--- config.mk ---
export PLATFORM = sky130hd
export DESIGN_NAME = rrfifo_ptr
export DESIGN_NICKNAME = d
export VERILOG_FILES = /design/src/design/rrfifo_pkg.sv /design/src/design/rrfifo_ptr.sv
export SDC_FILE = /design/constraint.sdc
export NUM_CORES = 1
export LEC_CHECK = 0
export ABC_AREA = 1
export BUFFER_PORTS_ARGS = -buffer_cell sky130_fd_sc_hd__buf_2
export CAP_MARGIN = 0
export CORE_ASPECT_RATIO = 0.7
export CORE_MARGIN = 8
export CORE_UTILIZATION = 56
export CTS_CLUSTER_DIAMETER = 60
export DETAILED_ROUTE_END_ITERATION = 12
export HOLD_SLACK_MARGIN = 0.05
export PLACE_DENSITY_LB_ADDON = 0.1
export REMOVE_ABC_BUFFERS = 1
export SKIP_LAST_GASP = 1
export SYNTH_ARGS = -nofsm -noshare
export SYNTH_HDL_FRONTEND = slang
export SYNTH_SLANG_ARGS = --single-unit
export TNS_END_PERCENT = 1
--- constraint.sdc ---
create_clock -name clk_i -period 6.9 [get_ports clk_i]
set_input_delay 0 -clock clk_i [delete_from_list [all_inputs] [get_ports clk_i]]
set_output_delay 0 -clock clk_i [all_outputs]
set_load 0.05 [all_outputs]
--- src/design/rrfifo_pkg.sv ---
`timescale 1ns / 1ps
// ----------------------------------------------------------------------------
// rrfifo_pkg
// Shared types and constants for the record ring FIFO with peek.
// ----------------------------------------------------------------------------
package rrfifo_pkg;

  // Default sizes
  localparam int RecordBitsDef = 32;
  localparam int SlotsDef      = 256;

  // Capacity register and ring sizing
  localparam int CAP_W  = 8;          // capacity, pointers, fill count
  localparam int RING_W = CAP_W + 1;  // ring size holds capacity + 1
  localparam logic [CAP_W-1:0] CAP_RESET = 8'd255;

  // Operation codes
  typedef enum logic [1:0] {
    FUNC_WRITE = 2'd0,
    FUNC_READ  = 2'd1,
    FUNC_PEEK  = 2'd2,
    FUNC_CLEAR = 2'd3
  } func_e;

  // Result status codes
  typedef enum logic [1:0] {
    ST_OK    = 2'd0,
    ST_FULL  = 2'd1,
    ST_EMPTY = 2'd2,
    ST_RANGE = 2'd3
  } status_e;

  // Pointer unit decision for the transaction being offered
  typedef struct packed {
    status_e            status;
    logic               mem_wr;
    logic               mem_rd;
    logic [CAP_W-1:0]   wr_slot;
    logic [CAP_W-1:0]   rd_slot;
    logic [CAP_W-1:0]   fill;
    logic               is_empty;
    logic               is_full;
  } ptr_res_t;

endpackage

--- src/design/rrfifo_ptr.sv ---
`timescale 1ns / 1ps
// ----------------------------------------------------------------------------
// rrfifo_ptr
// Read/write pointers, fill count and ring size. Decides status, memory
// access slots and the post-operation flags for the offered transaction and
// updates the pointers when it is accepted.
// ----------------------------------------------------------------------------
module rrfifo_ptr #(
  parameter int SLOTS = rrfifo_pkg::SlotsDef
) (
  input  logic                       clk_i,
  input  logic                       rst_ni,
  input  logic                       accept_i,
  input  rrfifo_pkg::func_e          func_i,
  input  logic [rrfifo_pkg::CAP_W-1:0] peek_index_i,
  input  logic                       cfg_we_i,
  input  logic [rrfifo_pkg::CAP_W-1:0] cfg_wdata_i,
  output rrfifo_pkg::ptr_res_t       res_o
);
  import rrfifo_pkg::*;

  // Ring size after reset: capacity 255 plus one, limited by the store
  localparam int RingRst = (SLOTS < 256) ? SLOTS : 256;

  logic [CAP_W-1:0]  rd_ptr_q, rd_ptr_d;
  logic [CAP_W-1:0]  wr_ptr_q, wr_ptr_d;
  logic [CAP_W-1:0]  fill_q, fill_d;
  logic [RING_W-1:0] ring_q, ring_d;

  logic [RING_W-1:0] ring_cfg;
  logic [RING_W-1:0] rd_inc, wr_inc, peek_sum;
  logic              at_full, at_empty;

  // Ring size for a new capacity: capacity + 1, clipped to the store depth
  always_comb begin
    ring_cfg = {1'b0, cfg_wdata_i} + RING_W'(1);
    if (32'(ring_cfg) > 32'(SLOTS)) begin
      ring_cfg = RING_W'(SLOTS);
    end
  end

  // Wrapping increments and the peek slot (sum stays below twice the ring for an in-range index)
  always_comb begin
    rd_inc   = {1'b0, rd_ptr_q} + RING_W'(1);
    wr_inc   = {1'b0, wr_ptr_q} + RING_W'(1);
    peek_sum = {1'b0, rd_ptr_q} + {1'b0, peek_index_i};
    if (rd_inc == ring_q) rd_inc = '0;
    if (wr_inc == ring_q) wr_inc = '0;
    if (peek_sum >= ring_q) peek_sum = peek_sum - ring_q;
  end

  assign at_full  = ({1'b0, fill_q} == (ring_q - RING_W'(1)));
  assign at_empty = (fill_q == '0);

  // Operation decode and next pointer state
  always_comb begin
    res_o          = '0;
    res_o.status   = ST_OK;
    res_o.wr_slot  = wr_ptr_q;
    res_o.rd_slot  = rd_ptr_q;
    rd_ptr_d       = rd_ptr_q;
    wr_ptr_d       = wr_ptr_q;
    fill_d         = fill_q;
    ring_d         = ring_q;

    case (func_i)
      FUNC_WRITE: begin
        if (at_full) begin
          res_o.status = ST_FULL;
        end else begin
          res_o.mem_wr = 1'b1;
          wr_ptr_d     = wr_inc[CAP_W-1:0];
          fill_d       = fill_q + CAP_W'(1);
        end
      end
      FUNC_READ: begin
        if (at_empty) begin
          res_o.status = ST_EMPTY;
        end else begin
          res_o.mem_rd = 1'b1;
          rd_ptr_d     = rd_inc[CAP_W-1:0];
          fill_d       = fill_q - CAP_W'(1);
        end
      end
      FUNC_PEEK: begin
        if (peek_index_i >= fill_q) begin
          res_o.status = ST_RANGE;
        end else begin
          res_o.mem_rd  = 1'b1;
          res_o.rd_slot = peek_sum[CAP_W-1:0];
        end
      end
      FUNC_CLEAR: begin
        rd_ptr_d = '0;
        wr_ptr_d = '0;
        fill_d   = '0;
      end
      default: begin
        res_o.status = ST_OK;
      end
    endcase

    res_o.fill     = fill_d;
    res_o.is_empty = (fill_d == '0);
    res_o.is_full  = ({1'b0, fill_d} == (ring_q - RING_W'(1)));

    if (!accept_i) begin
      rd_ptr_d = rd_ptr_q;
      wr_ptr_d = wr_ptr_q;
      fill_d   = fill_q;
    end

    // Capacity write sets the ring size and clears the pointers
    if (cfg_we_i) begin
      ring_d   = ring_cfg;
      rd_ptr_d = '0;
      wr_ptr_d = '0;
      fill_d   = '0;
    end
  end

  // Pointer state
  always_ff @(posedge clk_i or negedge rst_ni) begin
    if (!rst_ni) begin
      rd_ptr_q <= '0;
      wr_ptr_q <= '0;
      fill_q   <= '0;
      ring_q   <= RING_W'(RingRst);
    end else begin
      rd_ptr_q <= rd_ptr_d;
      wr_ptr_q <= wr_ptr_d;
      fill_q   <= fill_d;
      ring_q   <= ring_d;
    end
  end

endmodule

Yosys cells after proc, flatten, opt, wreduce, memory -nomap -nowiden
Index checks and enable logic that the tools add are counted.
- add/sub/neg operators: 8
- $lt $le $gt $ge: 3
- muxes and demuxes: 28
- equality and inequality tests: 9
- reductions and logical operators: 8
- operators by type and width (kind ; number):
    two-way mux 8 bit ; 15
    one-hot mux 8 bit (2 select lines) ; 2
    adder 8 x 1 -> 9 bit, second input constant ; 3
    one-hot mux 8 bit (3 select lines) ; 1
    equality test 8 x 9 -> 1 bit ; 2
    equality test 9 bit ; 2
    logical NOT 8 bit ; 2
    adder 8 x 8 -> 9 bit ; 1
    greater-or-equal comparator 9 bit ; 1
    greater-than comparator 9 bit, second input constant ; 1
    two-way mux 9 bit ; 1
    subtractor 9 x 1 -> 9 bit, second input constant ; 1
    adder 8 x 1 -> 8 bit, second input constant ; 1
    greater-or-equal comparator 8 bit ; 1
    subtractor 8 x 1 -> 8 bit, second input constant ; 1
    subtractor 8 bit ; 1
    != test 3 bit, second input constant ; 2
    one-hot mux 2 bit (3 select lines) ; 1
    AND reduction 3 bit ; 2
    nonzero test 3 bit ; 2
    two-way mux 1 bit ; 5
    equality test 2 bit, second input constant ; 2
    two-way mux 2 bit ; 2
    equality test 2 x 1 -> 1 bit, second input constant ; 1
    other kinds (3) ; 3
- word-level logic and storage cells: 60
- bits in registers: 33
- bits of input ports: 22
- output and inout port bits: 30

Depth between registers and ports, before layout
Gate-level depths: netlist of run 1.
- word-level depth: 7
- mapped depth: 21
- depth with buffers taken out: 21

Worst setup path before layout of run 1
Ideal clock, no wire load.
- path type: flip-flop to output port
- start point: register rd_ptr_q[0]
- end point: output res_o[17] in the netlist's numbering
- data required time: 6900 ps
- data arrival time: 3497 ps
- setup slack: 3403 ps
- stages on the path, launching flop included: 18
- buffers on the path: 1
- path through: dfrtp_1 ha_1 fa_1 a21oi_1 o21bai_1 nand2_1 a21oi_1 nor2_1 xor2_1 inv_1 ha_1 inv_1 nor4_1 a211oi_1 nand2_1 buf_2 o21ai_0 o22ai_1
- RTL lines (element ; line ; RTL):
    start, declared ; rrfifo_ptr.sv:25 ; logic [CAP_W-1:0] rd_ptr_q, rd_ptr_d;
    start signal, assigned ; rrfifo_ptr.sv:130 ; rd_ptr_q <= rd_ptr_d;
    end, declared ; rrfifo_ptr.sv:18 ; output rrfifo_pkg::ptr_res_t res_o

==> impl_metrics.env, run 1 <==
export IMPL_status="complete, no violations"
export IMPL_clock_latency_ns=0.29
export IMPL_fill_cells=690
export IMPL_timing_critical_path_required_ns=6.90
export IMPL_cts_resized=0
export IMPL_slowest_stage="dfrtp_1"
export IMPL_max_stage_delay_ns=0.43
export IMPL_io_pins=52
export IMPL_start_util_pct=56.94
export IMPL_cts_tree="done"
export IMPL_regArea_um2=827.0
export IMPL_path_class="reg2out"
export IMPL_hold_viol=0
export IMPL_max_cap_violations=0
export IMPL_drt_first_pass_iters=7
export IMPL_postSynthAreaPerCell_um2=6.624
export IMPL_drive_above_1_share_pct=14.03
export IMPL_setup_violations=0
export IMPL_synthFlopType="dfrtp_1"
export IMPL_finish_utilization_pct=63.31
export IMPL_rsz0062_at_grt="no"
export IMPL_grt_pass1_wl_mm=20.56
export IMPL_drc=0
export IMPL_cp_max_fo=14
export IMPL_core_um2=7189
export IMPL_port_buffers=51
export IMPL_finalPower_w=0.0008051
export IMPL_syn2layout_area_growth_pct=11.19
export IMPL_finalClockSkew_ns=0.003136
export IMPL_drv_slew=0
export IMPL_p_switching_w=0.0003896
export IMPL_yosysSeqAreaShare_pct=20.20
export IMPL_netlist_instances=618
export IMPL_crit_start="rd_ptr_q[0]"
export IMPL_fin_cells=768
export IMPL_endpoint_kind="primary output"
export IMPL_gp_congestion=0.9302
export IMPL_routed_wl_mm=12.58
export IMPL_grt_pass1_vias=4134
export IMPL_p_sw_share_pct=48.39
export IMPL_tns_ns=0
export IMPL_synth_cell_type_count=40
export IMPL_antenna_found_initial=0
export IMPL_synth_top_cell_area_share_pct=19.56
export IMPL_via_count=4444
export IMPL_yosys_top_cells_area="dfrtp_1 (20%), nand2_1 (12%), ha_1 (11%)"
export IMPL_critPathBufInv=4
export IMPL_rows=26
export IMPL_grt_start_max_net_pins=34
export IMPL_syn_cell_area_um2=4094
export IMPL_worstPathCellList="ha_1 -> fa_1 -> a21oi_1 -> o21bai_1 -> nand2_1 -> a21oi_1 -> nor2_1 -> xor2_1 -> inv_1 -> ha_1 -> inv_1 -> nor4_1 -> a211oi_1 -> nand2_1 -> inv_1 -> o21ai_0 -> o22ai_1 -> buf_2"
export IMPL_hold_start="cfg_wdata_i[6]"
export IMPL_placed_area_um2=4422
export IMPL_pwr_density_cell_nw_per_um2=176.9
export IMPL_worst_slew_pin_slew_ns=0.7951
export IMPL_multi_input_area_um2=2887
export IMPL_synth_most_common_cell="nand2_1"
export IMPL_async_reset_ff_share_pct=100.0
export IMPL_clockBufferDepth=2
export IMPL_critPathLaunchType="flop"
export IMPL_ir_drop_mv=0.1094
export IMPL_drt_iter0_drc=488
export IMPL_overflow=0
export IMPL_fp_dieArea_um2=10350
export IMPL_max_freq_ghz=0.2565
export IMPL_dp_cells=757
export IMPL_die_w_um=118.2
export IMPL_synth_seq_cells=33
export IMPL_cts_sinks=33
export IMPL_leakagePower_nw=2.368
export IMPL_fin_area_um2=4552
export IMPL_min_path_type="in2reg"
export IMPL_clk_pin_slew_ns=0.07
export IMPL_cts_root_buf="clkbuf_8"
export IMPL_vias_per_cell=5.786
export IMPL_route_detailed_wl_per_inst_um=16.38
export IMPL_nets=731
export IMPL_grt_total_usage_pct=24.50
export IMPL_ys_warn_count=0
export IMPL_clkPwrFrac_pct=19.6
export IMPL_antennaDiodeCount=0
export IMPL_arrival_ns=3.90
export IMPL_internal_power_w=0.0004155
export IMPL_cts_buffers=5
export IMPL_ant_nets=0
export IMPL_fin_crit_sh_pct=56.51
export IMPL_seqPwrFrac_pct=28.8
export IMPL_dpl_hpwl_mm=9.923
export IMPL_layout_min_cycle_time_ns=3.899
export IMPL_synth_commonest_cells="nand2_1 (128), inv_1 (77), nand3_1 (64)"
export IMPL_pwr_share_comb_pct=51.6
export IMPL_timing_slew_headroom_pct=46.99
export IMPL_timing_rr_start="ring_q[0]"
export IMPL_synth_edf_count=0
export IMPL_path_common_cell="inv_1"
export IMPL_critical_path_top_delay_family="adder cells"
export IMPL_die_height_um=87.54
export IMPL_synth_top_cell_by_area="dfrtp_1"
export IMPL_htreeDepth=2
-- flip-flops by register name (all words and copies together) (netlist names) --
name and cells:
fill_q 8, ring_q 9, wr_ptr_q 8, rd_ptr_q 8
-- cell usage in the layout (no fill, tap or decap), drive strengths merged --
cell,instances
a211oi,2
a21boi,1
a21oi,28
a31o,1
a31oi,2
buf,51
clkbuf,6
clkinv,5
clkinvlp,1
dfrtp,32
dfstp,1
dlygate4sd3,4
fa,2
ha,37
inv,83
nand2,140
nand3,67
nand3b,1
nand4,16
nor2,62
nor3,11
nor3b,1
nor4,2
o211ai,1
o21a,2
o21ai,39
o21bai,3
o22ai,14
o31ai,5
or2,1
xnor2,5
xnor3,1
xor2,43
-- power groups by stage --
stage                     logic (W)  clock network (W)  registers (W)
after CTS                  0.000408           0.000158       0.000231
after floorplan            0.000300                  0       0.000234
after detailed placement   0.000404                  0       0.000234
after global placement     0.000396                  0       0.000234
after global routing       0.000459           0.000165       0.000234
final                      0.000416           0.000157       0.000232
-- cell families after synthesis --
group,after synthesis,share of synthesized area (%)
adder cells (fa/ha/maj),39,12.29
flip-flops,33,20.20
buffers and inverters,98,9.291
AND/OR/NAND/NOR,301,33.96
AO/OA/AOI/OAI,98,13.42
XOR/XNOR,49,10.85
-- routing by layer --
metal / up-vias / GRT usage, % / routed length, um / part of all wire (%)
met5: - / 0 / 0 / 0
met4: 0 / 5.324 / 149 / 1.2
li1: 2150 / - / - / -
met2: 251 / 36.86 / 5204 / 41
met3: 25 / 5.860 / 1374 / 11
met1: 2018 / 34.66 / 5848 / 47
-- timing repair --
action / 4_1_cts / 5_1_grt
setup buffers: 0 / 0
setup endpoints to repair: 0 / 0
hold endpoints to repair: 35 / 0
hold buffers: 4 / 0
-- worst paths after layout --
kind | to | slack (ns) | depth (start not counted)
setup reg to reg | wr_ptr_q[1] | 3.84 | 18
hold reg to reg | wr_ptr_q[3] | 0.53 | 2
min in group asynchronous | wr_ptr_q[3] | 0.31 | 2
max in group asynchronous | rd_ptr_q[6] | 6.06 | 2
hold / removal | ring_q[6] | 0.09 | 3
setup / recovery | res_o[12] | 3.00 | 18
-- cell type report --
type,instances,area share (%)
clock buffer,6,1.814
clock inverter,1,0.1649
inverter,88,7.257
multi-input combinational,487,63.41
sequential,33,18.17
tap,98,2.694
timing repair buffer,55,6.487
-- worst reg2reg max path, cell delays in order (launching register included) --
cell     delay [ns]
dfrtp_1        0.68
inv_2          0.21
ha_1           0.36
nand2_1        0.14
nand2_2        0.11
nand2_2        0.08
nand2_2        0.06
nor2_4         0.11
nand2_1        0.06
nor2_1         0.12
nand3_2        0.09
nor2_4         0.18
nor2_2         0.07
a21oi_1        0.15
nand2_1        0.08
nand2_2        0.24
nor2_1         0.11
nand2_1        0.07
nand2_1        0.05
-- per-stage QoR --
step	setup WS, ns	hold WS [ns]
after floorplan	3.427	-0.2956
after global placement	3.545	0.1217
after detailed placement	3.410	0.1303
after CTS	3.074	0.07739
after global routing	2.661	0.1177
final	3.001	0.09150
(Power assumes the default switching activity.)
==> inputs of run 2 (changes only) <==
--- a/config.mk
+++ b/config.mk
@@ -5,7 +5,7 @@
 export SDC_FILE = /design/constraint.sdc
 export NUM_CORES = 1
 export LEC_CHECK = 0
-export ABC_AREA = 1
+export ABC_AREA = 0
 export BUFFER_PORTS_ARGS = -buffer_cell sky130_fd_sc_hd__buf_2
 export CAP_MARGIN = 0
 export CORE_ASPECT_RATIO = 0.7
==> constraint.sdc (replaced) <==
create_clock -name clk_i -period 3.9 [get_ports clk_i]
set_input_delay 0 -clock clk_i [delete_from_list [all_inputs] [get_ports clk_i]]
set_output_delay 0 -clock clk_i [all_outputs]
set_load 0.05 [all_outputs]
==> run 2 against run 1 <==
  * Via count up 2.7%
  * Wire length increased by 9.8%
  * Global-route usage up 0.36 points
  * Clock skew grew 0.0098 ns
  * Non-clock buffer count rose by 19
==> impl_metrics.env, run 2 <==
export IMPL_status="complete, no violations"
export IMPL_hold_end="ring_q[1]"
export IMPL_drive_above_1_share_pct=18.80
export IMPL_nets=677
export IMPL_worst_slew_pin_slew_ns=1.146
export IMPL_clockBufferDepth=2
export IMPL_grt_pass1_wl_mm=21.56
export IMPL_ir_drop_mv=0.2303
export IMPL_grt_start_max_net_pins=34
export IMPL_pre_cts_ws_ns=0.2352
export IMPL_timing_slew_headroom_pct=23.25
export IMPL_netlist_instances=564
export IMPL_min_path_cells=4
export IMPL_timing_critical_path_required_ns=3.90
export IMPL_slowest_stage="fa_1"
export IMPL_regArea_um2=829.5
export IMPL_antenna_found_initial=0
export IMPL_critPathLaunchType="flop"
export IMPL_timing_rr_start="ring_q[1]"
export IMPL_finalClockSkew_ns=0.01293
export IMPL_clock_latency_ns=0.30
export IMPL_fp_dieArea_um2=10850
export IMPL_max_stage_delay_ns=0.41
export IMPL_synth_top_cell_area_share_pct=18.49
export IMPL_synth_edf_count=0
export IMPL_finish_utilization_pct=67.43
export IMPL_rows=26
export IMPL_max_freq_ghz=0.2666
export IMPL_via_count=4564
export IMPL_setup_violations=0
export IMPL_syn2layout_area_growth_pct=14.96
export IMPL_synth_commonest_cells="nand2_1 (49), o21ai_0 (49), nor2_1 (43)"
export IMPL_yosys_top_cells_area="dfrtp_1 (18%), ha_1 (11%), xnor2_1 (7.5%)"
export IMPL_overflow=0
export IMPL_dpl_hpwl_mm=10.30
export IMPL_grt_pass1_vias=4243
export IMPL_port_buffers=51
export IMPL_worstPathCellList="ha_1 -> fa_1 -> a21oi_1 -> nor2_1 -> nor2_1 -> o21bai_1 -> a21oi_2 -> xnor2_2 -> ha_1 -> a21o_1 -> a31oi_2 -> o21ai_4 -> mux2i_1 -> mux2_2 -> clkbuf_4"
export IMPL_path_class="reg2out"
export IMPL_vias_per_cell=6.383
export IMPL_cp_max_fo=7
export IMPL_drc=0
export IMPL_postSynthAreaPerCell_um2=7.680
export IMPL_synthFlopType="dfrtp_1"
export IMPL_async_reset_ff_share_pct=100.0
export IMPL_die_w_um=121.1
export IMPL_dp_cells=701
export IMPL_route_detailed_wl_per_inst_um=19.30
export IMPL_fin_crit_sh_pct=96.18
export IMPL_regToRegEndpoint="wr_ptr_q[2]"
export IMPL_core_um2=7385
export IMPL_min_path_type="in2reg"
export IMPL_leakagePower_nw=2.210
export IMPL_hold_viol=0
export IMPL_drv_slew=0
export IMPL_post_cts_buffers=0
export IMPL_fin_cells=715
export IMPL_endpoint_kind="primary output"
export IMPL_gp_congestion=0.9945
export IMPL_cts_buffers=5
export IMPL_r2r_worst_path_cells=12
export IMPL_max_cap_violations=0
export IMPL_multi_input_area_um2=3306
export IMPL_die_height_um=89.59
export IMPL_layout_min_cycle_time_ns=3.751
export IMPL_io_pins=52
export IMPL_pwr_density_cell_nw_per_um2=304.6
export IMPL_hold_start="cfg_wdata_i[1]"
export IMPL_synth_cell_type_count=74
export IMPL_ant_nets=0
export IMPL_yosysSeqAreaShare_pct=19.09
export IMPL_synth_top_cell_by_area="dfrtp_1"
export IMPL_ys_warn_count=0
export IMPL_fill_cells=642
export IMPL_largest_register_ffs=9
export IMPL_fin_area_um2=4980
export IMPL_antennaDiodeCount=0
export IMPL_setup_ws_ns=0.1491
export IMPL_synth_seq_cells=33
export IMPL_clk_pin_slew_ns=0.09
export IMPL_drt_iter0_drc=588
export IMPL_final_cell_mix="nand2_1 (49), o21ai_0 (47), buf_2 (45), nor2_1 (43)"
export IMPL_routed_wl_mm=13.80
export IMPL_largest_register="ring_q"
export IMPL_reg2reg_slack_ns=0.53
export IMPL_rsz0062_at_grt="yes"
export IMPL_drt_first_pass_iters=5
export IMPL_cts_tree="done"
export IMPL_grt_total_usage_pct=24.85
export IMPL_syn_cell_area_um2=4332
export IMPL_layout_commonest_cell="nand2_1"
export IMPL_cts_root_buf="clkbuf_8"
export IMPL_arrival_ns=3.75
export IMPL_placed_area_um2=4715
export IMPL_start_util_pct=58.66
export IMPL_cts_sinks=33
export IMPL_htreeDepth=2
-- run 2: repair_timing --
item / 4_1_cts / 5_1_grt
pin swaps: 0 / 1
cloned: 0 / 1
hold endpoints to repair: 36 / 0
gates resized for setup: 3 / 23
hold buffers: 5 / 0
endpoints found under the setup margin: 8 / 11
-- run 2: metrics by stage --
stage,setup TNS [ns],total power (W),hold slack [ns]
floorplan,-1.759,0.0009208,-0.2956
global placement,0,0.001107,0.1270
detailed placement,0,0.001123,0.1294
CTS,-0.07265,0.001486,0.07125
global route,-0.03104,0.001591,0.09232
finish,0,0.001517,0.07021
-- run 2: power by group --
group          switching, W  internal [W]  total (W)
clock network      0.000147      0.000208   0.000355
logic              0.000468      0.000281   0.000749
registers         0.0000512      0.000362   0.000413
-- run 2: logic make-up after synthesis --
group / share of synthesized area, %
and+or+nand+nor: 22.93
DFF: 19.09
xor gates and xnor gates: 11.09
AOI/OAI and AO/OA: 25.10
adders and majority gates: 11.61
buffers and inverters: 6.326
muxes: 3.842
-- run 2: worst max-delay path by stage --
stage / startpoint / slack, ns / cells after the start / end
floorplan: ring_q[0] / -0.59 / 10 / res_o[1]
global placement: ring_q[1] / 0.29 / 12 / res_o[0]
detailed placement: ring_q[1] / 0.24 / 12 / res_o[0]
CTS: ring_q[1] / -0.07 / 12 / res_o[0]
global route: rd_ptr_q[1] / -0.02 / 15 / res_o[10]
finish: rd_ptr_q[0] / 0.15 / 15 / res_o[10]
-- run 2: cell type report --
type	count	area share [%]
sequential	33	16.66
timing repair buffer	74	9.146
clock buffer	6	1.658
tap	98	2.462
inverter	38	2.940
multi-input combinational	464	66.38
clock inverter	2	0.7538
-- run 2: routing by layer --
layer | global-route usage, % | vias to the layer above | wire length [um]
met3 | 6.059 | 32 | 1593
met2 | 37.55 | 274 | 5586
met4 | 5.418 | 0 | 209
li1 | - | 2136 | -
met1 | 34.93 | 2122 | 6413
met5 | 0 | - | 0
-- run 2: critical path: cells and delay by family, from the launching register on --
kind / cells / cell delay (ns)
simple gates: 2 / 0.23
buf+inv: 1 / 0.21
xor+xnor: 1 / 0.16
fa+ha+maj: 3 / 0.94
compound gates: 6 / 1.10
mux: 2 / 0.42
flops: 1 / 0.40
